$ cat src/hw/rtl/mase_pkg.sv
`default_nettype none
// ----------------------------------------------------------------------------
// mase_pkg
// Shared types, constants and helpers of the balance error block.
// ----------------------------------------------------------------------------
package mase_pkg;

    localparam int WINDOW_MAX  = 128;
    localparam int WIN_AW      = (WINDOW_MAX > 1) ? $clog2(WINDOW_MAX) : 1;
    localparam int CNT_W       = $clog2(WINDOW_MAX + 1);
    localparam int SUM_W       = 33 + WIN_AW;
    localparam int DIFF_W      = SUM_W + 2;
    localparam int DIV_CW      = $clog2(SUM_W + 1);
    localparam int NUM_TARGETS = 6;
    localparam int QUEUE_DEPTH = 2;
    localparam int QPTR_W      = 1;
    localparam int APB_AW      = 3;

    localparam logic [7:0] WINDOW_RESET = 8'd100;
    localparam logic       REG_WINDOW_SIZE = 1'b0;

    localparam logic [2:0] TGT_POSITION   = 3'd0;
    localparam logic [2:0] TGT_VELOCITY   = 3'd1;
    localparam logic [2:0] TGT_PITCH      = 3'd2;
    localparam logic [2:0] TGT_PITCH_RATE = 3'd3;
    localparam logic [2:0] TGT_YAW        = 3'd4;
    localparam logic [2:0] TGT_YAW_RATE   = 3'd5;

    localparam logic signed [31:0] HALF_PI_Q16 = 32'sd102944;
    localparam logic signed [34:0] HALF_PI_Q30 = 35'sd1686629713;
    localparam logic [33:0]        ONE_Q28     = 34'd268435456;
    localparam logic [30:0]        ONE_Q30     = 31'd1073741824;
    localparam logic signed [63:0] ROUND_Q30   = 64'sd536870912;

    localparam logic signed [32:0] ASIN_COEF [8] = '{
        33'sd1686629690, -33'sd230423709, 33'sd95540460, -33'sd53874250,
        33'sd33169905, -33'sd18348235, 33'sd7161955, -33'sd1355590
    };

    typedef enum logic [1:0] {
        ACT_CMD  = 2'd0,
        ACT_IMU  = 2'd1,
        ACT_ODO  = 2'd2,
        ACT_NONE = 2'd3
    } t_action;

    typedef enum logic [3:0] {
        ST_IDLE,
        ST_HMUL,
        ST_HADD,
        ST_SQRT,
        ST_PMUL,
        ST_PFIN,
        ST_ODO_RD,
        ST_DIV,
        ST_OUT
    } t_state;

    typedef struct packed {
        t_action            action;
        logic [2:0]         cmd_index;
        logic signed [31:0] cmd_value;
        logic signed [15:0] quat_w;
        logic signed [15:0] quat_x;
        logic signed [15:0] quat_y;
        logic signed [15:0] quat_z;
        logic signed [31:0] pitch_rate;
        logic signed [31:0] position;
        logic signed [31:0] lin_vel;
        logic signed [31:0] yaw_vel;
    } t_item;

    typedef struct packed {
        logic signed [31:0] err_position;
        logic signed [31:0] err_velocity;
        logic signed [31:0] err_pitch;
        logic signed [31:0] err_pitch_rate;
        logic signed [31:0] err_yaw;
        logic signed [31:0] err_yaw_rate;
    } t_result;

    typedef struct packed {
        logic       wr;
        logic [7:0] size;
    } t_cfg;

    function automatic logic signed [31:0] sat32(input logic signed [DIFF_W-1:0] v);
        logic same;
        same = (&v[DIFF_W-1:31]) | (~|v[DIFF_W-1:31]);
        if (same) begin
            return v[31:0];
        end
        return v[DIFF_W-1] ? 32'sh80000000 : 32'sh7fffffff;
    endfunction

endpackage
`default_nettype wire

$ cat src/hw/rtl/mase_if.sv
`default_nettype none
// ----------------------------------------------------------------------------
// mase_in_if / mase_out_if
// Valid/ready channels for input items and result items.
// ----------------------------------------------------------------------------
interface mase_in_if;
    logic               valid;
    logic               ready;
    logic [1:0]         action;
    logic [2:0]         cmd_index;
    logic signed [31:0] cmd_value;
    logic signed [15:0] quat_w;
    logic signed [15:0] quat_x;
    logic signed [15:0] quat_y;
    logic signed [15:0] quat_z;
    logic signed [31:0] pitch_rate;
    logic signed [31:0] position;
    logic signed [31:0] lin_vel;
    logic signed [31:0] yaw_vel;

    modport source(output valid, action, cmd_index, cmd_value, quat_w, quat_x, quat_y,
                   quat_z, pitch_rate, position, lin_vel, yaw_vel, input ready);
    modport sink(input valid, action, cmd_index, cmd_value, quat_w, quat_x, quat_y,
                 quat_z, pitch_rate, position, lin_vel, yaw_vel, output ready);
endinterface

`default_nettype wire

$ cat src/hw/rtl/mase_front.sv
`default_nettype none
// ----------------------------------------------------------------------------
// mase_front
// Accepts input items, drops those without effect and queues the rest.
// ----------------------------------------------------------------------------
module mase_front import mase_pkg::*; (
    input  wire logic i_clk,
    input  wire logic i_rst_n,
    mase_in_if.sink   i_in,
    output logic      o_q_valid,
    output t_item     o_q_item,
    input  wire logic i_q_pop
);
    t_item                     w_item;
    t_item                     r_buf [QUEUE_DEPTH];
    logic [QPTR_W-1:0]         r_wr_ptr;
    logic [QPTR_W-1:0]         r_rd_ptr;
    logic [$clog2(QUEUE_DEPTH+1)-1:0] r_count;
    logic                      w_accept;
    logic                      w_keep;
    logic                      w_push;

    always_comb begin
        w_item.action     = t_action'(i_in.action);
        w_item.cmd_index  = i_in.cmd_index;
        w_item.cmd_value  = i_in.cmd_value;
        w_item.quat_w     = i_in.quat_w;
        w_item.quat_x     = i_in.quat_x;
        w_item.quat_y     = i_in.quat_y;
        w_item.quat_z     = i_in.quat_z;
        w_item.pitch_rate = i_in.pitch_rate;
        w_item.position   = i_in.position;
        w_item.lin_vel    = i_in.lin_vel;
        w_item.yaw_vel    = i_in.yaw_vel;
    end

    assign i_in.ready = (r_count != ($clog2(QUEUE_DEPTH+1))'(QUEUE_DEPTH));
    assign w_accept   = i_in.valid && i_in.ready;
    assign w_keep     = (w_item.action != ACT_NONE) &&
                        !((w_item.action == ACT_CMD) && (w_item.cmd_index >= 3'(NUM_TARGETS)));
    assign w_push     = w_accept && w_keep;
    assign o_q_valid  = (r_count != '0);
    assign o_q_item   = r_buf[r_rd_ptr];

    always_ff @(posedge i_clk) begin
        if (w_push) begin
            r_buf[r_wr_ptr] <= w_item;
        end
    end

    always_ff @(posedge i_clk) begin
        if (!i_rst_n) begin
            r_wr_ptr <= '0;
            r_rd_ptr <= '0;
            r_count  <= '0;
        end else begin
            if (w_push) begin
                r_wr_ptr <= r_wr_ptr + 1'b1;
            end
            if (i_q_pop) begin
                r_rd_ptr <= r_rd_ptr + 1'b1;
            end
            if (w_push && !i_q_pop) begin
                r_count <= r_count + 1'b1;
            end else if (!w_push && i_q_pop) begin
                r_count <= r_count - 1'b1;
            end
        end
    end
endmodule
`default_nettype wire

$ cat src/flat_wrapper.sv
// flat-port wrapper written by rule: the top's interface ports become plain ports
module mase_front_flat import mase_pkg::*;
  (i_clk, i_rst_n, o_q_valid, o_q_item, i_q_pop, i_in_valid, i_in_action, i_in_cmd_index, i_in_cmd_value, i_in_quat_w, i_in_quat_x, i_in_quat_y, i_in_quat_z, i_in_pitch_rate, i_in_position, i_in_lin_vel, i_in_yaw_vel, i_in_ready);
  mase_in_if i_in_i ();
  input  wire logic i_clk;
  input  wire logic i_rst_n;
  output logic o_q_valid;
  output t_item o_q_item;
  input  wire logic i_q_pop;
  input wire logic [$bits(i_in_i.valid)-1:0] i_in_valid;
  input wire logic [$bits(i_in_i.action)-1:0] i_in_action;
  input wire logic [$bits(i_in_i.cmd_index)-1:0] i_in_cmd_index;
  input wire logic [$bits(i_in_i.cmd_value)-1:0] i_in_cmd_value;
  input wire logic [$bits(i_in_i.quat_w)-1:0] i_in_quat_w;
  input wire logic [$bits(i_in_i.quat_x)-1:0] i_in_quat_x;
  input wire logic [$bits(i_in_i.quat_y)-1:0] i_in_quat_y;
  input wire logic [$bits(i_in_i.quat_z)-1:0] i_in_quat_z;
  input wire logic [$bits(i_in_i.pitch_rate)-1:0] i_in_pitch_rate;
  input wire logic [$bits(i_in_i.position)-1:0] i_in_position;
  input wire logic [$bits(i_in_i.lin_vel)-1:0] i_in_lin_vel;
  input wire logic [$bits(i_in_i.yaw_vel)-1:0] i_in_yaw_vel;
  output wire logic [$bits(i_in_i.ready)-1:0] i_in_ready;
  assign i_in_i.valid = i_in_valid;
  assign i_in_i.action = i_in_action;
  assign i_in_i.cmd_index = i_in_cmd_index;
  assign i_in_i.cmd_value = i_in_cmd_value;
  assign i_in_i.quat_w = i_in_quat_w;
  assign i_in_i.quat_x = i_in_quat_x;
  assign i_in_i.quat_y = i_in_quat_y;
  assign i_in_i.quat_z = i_in_quat_z;
  assign i_in_i.pitch_rate = i_in_pitch_rate;
  assign i_in_i.position = i_in_position;
  assign i_in_i.lin_vel = i_in_lin_vel;
  assign i_in_i.yaw_vel = i_in_yaw_vel;
  assign i_in_ready = i_in_i.ready;
  mase_front u_core (.i_clk(i_clk), .i_rst_n(i_rst_n), .i_in(i_in_i), .o_q_valid(o_q_valid), .o_q_item(o_q_item), .i_q_pop(i_q_pop));
endmodule
$ cat config.mk
export PLATFORM = sky130hd
export DESIGN_NAME = mase_front_flat
export DESIGN_NICKNAME = d
export VERILOG_FILES = /design/src/hw/rtl/mase_pkg.sv /design/src/hw/rtl/mase_if.sv /design/src/hw/rtl/mase_front.sv /design/src/flat_wrapper.sv
export SDC_FILE = /design/constraint.sdc
export NUM_CORES = 1
export LEC_CHECK = 0
export ABC_AREA = 1
export BUFFER_PORTS_ARGS = -buffer_cell sky130_fd_sc_hd__buf_2
export CAP_MARGIN = 20
export CELL_PAD_IN_SITES_DETAIL_PLACEMENT = 2
export CELL_PAD_IN_SITES_GLOBAL_PLACEMENT = 2
export CORE_ASPECT_RATIO = 2
export CORE_MARGIN = 2
export CORE_UTILIZATION = 38
export DETAILED_ROUTE_END_ITERATION = 10
export PLACE_DENSITY_LB_ADDON = 0.1
export SLEW_MARGIN = 20
export SYNTH_ARGS = -nofsm -noshare
export SYNTH_HDL_FRONTEND = slang
export SYNTH_SLANG_ARGS = --single-unit
$ cat constraint.sdc
create_clock -name i_clk -period 14.7 [get_ports i_clk]
set_input_delay 0 -clock i_clk [delete_from_list [all_inputs] [get_ports i_clk]]
set_output_delay 0 -clock i_clk [all_outputs]
set_load 0.005 [all_outputs]
==> impl_metrics.csv, run 1 <==
group,metric,value,unit
synthesis,ys_warn_count,0,
finish,final_nets,1710,
run_status,outcome,"finished clean",
finish,utilization,52.83,%
floorplan,rows,109,
floorplan,die_w,152.9,µm
cts,cts_buffers,41,
sta,worst_pin_slew,1.060,ns
synthesis,synth_ff_type,"edfxtp_1",
sta,max-slew-margin-rel,29.30,%
synthesis,synth_top_area_share,81.59,%
power,powerDensity,126.8,nW/µm²
sta,fin_crit_sh,25.30,%
synthesis,yosysMostFrequentCell,"edfxtp_1",
power,power_leakage,8.697,nW
routing,drt-initial-drc-count,290,
routing,firstDrtPassIters,6,
grt,grt_remaining_overflow,0,
synthesis,seq_area_frac_synth,82.18,%
critical_path,end_kind,"flop",
placed_design,dpl_worst_slack,10.95,ns
floorplan,start_util,38.27,%
cts,cts_buffer_depth,3,
flow_run,drv_cap,0,
placed_design,gp_congestion,0.7397,
critical_path,crit_arrival,3.88,ns
grt,grt_max_degree,104,
sta,final.setup.worst_slack,10.98,ns
floorplan,core,44050,µm²
power,peakVddDrop,0.1086,mV
sta,finClkSkew,0.01498,ns
sta,fin_tns_setup,0,ns
synthesis,synth_cells,754,
routing,drc,0,
cts,cts_tree,"yes",
sta,hold_viol_final,0,
routing,wirelength,48600,µm
finish,nFillCells,3965,
synthesis,ys_ff_latch,463,
synthesis,avgSynthCellArea,22.36,µm²
synthesis,syn-num-nets,988,
sta,fin_crit,3.719,ns
sta,finalSetupViolCount,0,
synthesis,synthArstFlopShare,0,%
critical_path,path_class,"flop to flop",
routing,drtAntennaViolNets,0,
finish,multi_input_area,2710,µm²
sta,report.final.slew_viol_count,0,
critical_path,reg2reg_slack,10.98,ns
synthesis,netlist_area,16860,µm²
routing,via_count,9786,
cts,clock-sinks,463,
finish,areaGrowthSynthToFinish,38.06,%
synthesis,synthTopCellsByCount,"edfxtp_1, mux2_2, buf_6, nand2_1, nor2_1",
grt,antenna_found_initial,6,
placed_design,port_buffers,463,
placed_design,hpwl,30690,µm
cts,h-tree-depth,2,
synthesis,synth_cell_types,13,
cts,root_buffer,"clkbuf_16",
floorplan,die-area,46160,µm²
cts,clkSlewWorstSetupHoldPaths,0.07,ns
grt,grt_pass1_wl,71740,µm
critical_path,path_max_fanout,103,
grt,grt_pass1_vias,11400,
routing,vias_per_cell,4.741,
synthesis,synth_area_leader_cell,"edfxtp_1",
synthesis,synthTopCellsByArea,"edfxtp_1, mux2_2, buf_6, dfxtp_1, nand2_1",
cts,clock_latency,0.55,ns
sta,fmax,268.9,MHz
routing,wire_per_inst,23.54,µm
floorplan,io_pins,464,
finish,seqCellArea,13860,µm²
synthesis,synth_edf_count,458,
critical_path,cp_data_required_time,14.86,ns
hold_path,min_path_type,"primary input to flop",
floorplan,die_height,301.9,µm
sta,grt_setup_unrepaired,"false",
grt,grtUsageTotal,20.73,%
finish,drive_gt1_share,50.43,%
cts,cts_resized,0,
critical_path,cp-start-kind,"flop",
-- cells in the final DEF, fill, tap and decap left out, types with 3 or more instances in the layout --
cell type / Yosys / layout
a21oi_1: 3 / 3
buf_2: 1 / 463
buf_4: 1 / 8
clkbuf_16: 0 / 43
clkinv_1: 0 / 14
clkinv_2: 0 / 10
dfxtp_1: 5 / 4
diode_2: 0 / 4
dlygate4sd3_1: 0 / 233
edfxtp_1: 458 / 458
inv_1: 8 / 7
mux2_2: 229 / 229
nand2_1: 13 / 13
nor2_1: 10 / 9
-- sequential cells by signal, indices dropped and copies added, names as in the netlist, named ones only --
name             count
u_core.r_rd_ptr      1
u_core.r_buf       458
u_core.r_wr_ptr      1
u_core.r_count       2
-- layer usage --
metal	vias to the layer above	wire, µm	global-route usage, %
li1	4429	-	-
met1	4888	16730	21.83
met3	82	3105	5.372
met2	385	26770	39.15
met4	2	1980	8.223
met5	-	13	0
-- metrics by stage --
step / cell area [µm²] / total power [mW] / std cells / hold slack (ns)
3_5_place_dp: 19680 / 1.891 / 1755 / 0.1917
4_1_cts: 23260 / 2.982 / 2060 / 0.1422
6_report: 23270 / 2.952 / 2064 / 0.1714
2_1_floorplan: 16860 / 1.761 / 754 / 0.09887
3_3_place_gp: 19680 / 1.879 / 1755 / 0.1873
5_1_grt: 23270 / 3.066 / 2063 / 0.1633
-- path summary, 6_finish.rpt --
check	start	endpoint	cells past startpoint
worst min register to register	u_core.r_rd_ptr	flop	3
worst min-delay path	i_in_yaw_vel[15]	u_core.r_buf[1][15]	2
worst max register to register	u_core.r_count[1]	u_core.r_buf[1][96]	7
worst max-delay path	u_core.r_count[1]	u_core.r_buf[1][96]	7
-- report_power, final --
| group | leakage, nW | internal (mW) | switching, mW | total [mW] |
|---|---|---|---|---|
| logic | 3.81 | 0.169 | 0.173 | 0.342 |
| registers | 4.26 | 1.55 | 0.0245 | 1.57 |
| clock network | 0.626 | 0.565 | 0.471 | 1.04 |
| total | 8.70 | 2.28 | 0.669 | 2.95 |
-- what timing repair did --
item / in CTS / in global routing
buffers inserted: 0 / 0
hold buffers: 233 / 0
endpoints found under the hold margin: 463 / 0
-- layout make-up --
type                    instances  share of cell area [%]
diodes                          4                 0.04301
clock buffers                  45                   4.656
clock inverters                27                  0.7365
inverters                       8                  0.1613
multi-input cells             258                   11.64
flip-flops and latches        463                   59.54
well taps                     555                   2.984
repair buffers                704                   20.24
-- kinds of logic (layout without fill, tap and decap cells) --
kind of cell / count (synthesis) / in the layout / synth area share (%)
flops: 463 / 463 / 82.18
mux: 229 / 229 / 15.30
buf+inv: 33 / 784 / 1.789
simple gates: 24 / 24 / 0.5418
compound gates: 4 / 4 / 0.1187
fa+ha+maj: 1 / 1 / 0.07421
other cells: 0 / 4 / 0
-- worst max-delay path: stages, from the launching register on --
cell     delay [ns]
dfxtp_1        0.30
inv_1          0.10
nor2_1         0.07
nor2_1         0.19
nand3_1        0.25
inv_8          0.58
buf_4          0.90
buf_4          0.76
Power figures use the tool's default switching activity.
==> inputs of run 2 (changes only) <==
Settings changed: ABC_AREA 1 to 0.
Clock period 14.7 ns to 3.6 ns, I/O delays scaled along.
==> impl_metrics.csv, run 2 <==
group,metric,value,unit
finish,areaGrowthSynthToFinish,39.76,%
grt,grt_pass1_wl,69740,µm
sta,fmax,407.8,MHz
cts,postCtsSetupBuffers,0,
finish,mostFrequentLayoutCells,"buf_2, edfxtp_1, dlygate4sd3_1",
cts,cts_tree,"yes",
power,power_leakage,8.765,nW
synthesis,synthTopCellsByCount,"edfxtp_1, mux2_2, buf_6, dfxtp_1, and2_1",
routing,via_count,9704,
run_status,outcome,"finished clean",
critical_path,path_class,"flop to output port",
sta,worst_pin_slew,0.8400,ns
synthesis,ys_warn_count,0,
hold_path,hold_depth,2,
synthesis,yosysMostFrequentCell,"edfxtp_1",
grt,grtUsageTotal,19.96,%
synthesis,seq_area_frac_synth,82.20,%
finish,instances_no_fill,2054,
placed_design,gp_congestion,0.7205,
finish,drive_gt1_share,51.30,%
grt,grt_pass1_vias,11490,
sta,final.setup.worst_slack,1.148,ns
floorplan,core,44050,µm²
cts,clkSlewWorstSetupHoldPaths,0.07,ns
grt,antenna_found_initial,5,
floorplan,io_pins,464,
finish,final_common_cell,"buf_2",
grt,grt_remaining_overflow,0,
synthesis,synth_cell_types,21,
sta,fin_tns_setup,0,ns
critical_path,cp_data_required_time,3.60,ns
sta,hold_viol_final,0,
critical_path,path_buf_inv,2,
routing,wirelength,46860,µm
hold_path,min_path_type,"primary input to flop",
finish,fin_area,23550,µm²
floorplan,rows,109,
synthesis,synth_top_area_share,81.61,%
sta,fin_crit,2.452,ns
critical_path,slowest_stage,"dfxtp_4",
placed_design,placed_area,19790,µm²
floorplan,start_util,38.26,%
flow_run,drv_cap,0,
critical_path,reg2reg_slack,1.55,ns
power,finalPower,12.87,mW
critical_path,worstReg2RegStart,"u_core.r_count[0]",
placed_design,port_buffers,463,
critical_path,max_stage_delay,0.85,ns
sta,report.final.slew_viol_count,0,
placed_design,dpl_worst_slack,1.555,ns
cts,clock-sinks,463,
critical_path,rr_worst_depth,4,
critical_path,cp-start-kind,"flop",
sta,finClkSkew,0.01495,ns
cts,h-tree-depth,2,
power,powerDensity,546.3,nW/µm²
finish,largest_register,"u_core.r_buf",
finish,reg_top3,"u_core.r_buf x458, u_core.r_count x2",
sta,max-slew-margin-rel,44.00,%
synthesis,synth_ff_type,"edfxtp_1",
sta,grt_setup_unrepaired,"false",
synthesis,synth_edf_count,458,
grt,grt_max_degree,140,
finish,nFillCells,3898,
cts,cts_resized,0,
sta,finalSetupViolCount,0,
routing,drtAntennaViolNets,0,
synthesis,synthArstFlopShare,0,%
sta,fin_hold_ws,0.1764,ns
routing,firstDrtPassIters,4,
floorplan,die-area,46150,µm²
synthesis,ys_ff_latch,463,
synthesis,avgSynthCellArea,22.84,µm²
placed_design,hpwl,30290,µm
finish,largest_reg_flops,458,
finish,final_nets,1697,
hold_path,min-delay-start,"i_in_lin_vel[0]",
critical_path,crit_arrival,2.45,ns
cts,clock_latency,0.54,ns
cts,cts_buffers,42,
routing,vias_per_cell,4.724,
synthesis,synth_cells,738,
placed_design,place_inst,1741,
finish,utilization,53.47,%
critical_path,reg2reg_to,"u_core.r_buf[0][199]",
synthesis,syn-num-nets,972,
floorplan,die_w,152.9,µm
synthesis,synthTopCellsByArea,"edfxtp_1, mux2_2, buf_6, dfxtp_1, and2_1",
critical_path,end_kind,"output port",
sta,fin_crit_sh,68.12,%
critical_path,crit_path_cell_trace,"buf_4 > mux2_2 > buf_2",
critical_path,path_max_fanout,48,
synthesis,netlist_area,16850,µm²
hold_path,min_to,"u_core.r_buf[1][32]",
cts,root_buffer,"clkbuf_16",
cts,hold_buffers,233,
routing,wire_per_inst,22.81,µm
floorplan,die_height,301.8,µm
routing,drt-initial-drc-count,334,
synthesis,synth_area_leader_cell,"edfxtp_1",
cts,cts_buffer_depth,3,
power,peakVddDrop,0.4993,mV
critical_path,cpLargestDelayFamily,"flip-flops",
routing,drc,0,
run 2: how the worst max path moves through the flow:
stage                 startpoint  slack [ns]  cells past startpoint              endpoint
6_report                    flop        1.15                      3          o_q_item[31]
2_1_floorplan  u_core.r_count[0]       -0.96                      3    u_core.r_buf[0][0]
3_5_place_dp   u_core.r_count[0]        1.56                      4  u_core.r_buf[0][194]
5_1_grt                     flop        1.01                      3          o_q_item[31]
4_1_cts                     flop        1.09                      3          o_q_item[30]
3_3_place_gp   u_core.r_count[0]        1.58                      4  u_core.r_buf[0][113]
run 2: cell families (layout without fill, tap and decap cells):
| group | after synthesis | count (layout) | synth area share [%] |
|---|---|---|---|
| buffers and inverters | 26 | 783 | 1.633 |
| AND/OR/NAND/NOR | 13 | 13 | 0.4975 |
| multiplexers | 230 | 230 | 15.36 |
| flip-flops | 463 | 463 | 82.20 |
| adder cells (fa/ha/maj) | 1 | 1 | 0.07423 |
| other | 0 | 4 | 0 |
| AO/OA/AOI/OAI | 2 | 2 | 0.07423 |
| XOR/XNOR | 3 | 3 | 0.1559 |
run 2: cell type report:
type	count	area (µm²)	share of cell area (%)
diodes	4	10.01	0.04250
clock buffers	52	1152	4.893
clock inverters	24	265.3	1.126
inverters	1	3.754	0.01594
multi-input cells	249	2744	11.65
flip-flops and latches	463	13860	58.84
well taps	555	694.4	2.948
repair buffers	706	4825	20.48
run 2: metal layers:
layer  track usage, %  part of all wire (%)
met1            19.93                    33
met2            38.99                    57
met5                0                 0.028
met3            5.244                   6.4
met4            7.650                   4.0
run 2: power by group:
part / switching [mW] / leakage (nW) / internal, mW
Sequential: 0.130 / 4.27 / 6.42
Clock: 1.94 / 0.691 / 2.71
Combinational: 0.832 / 3.81 / 0.846
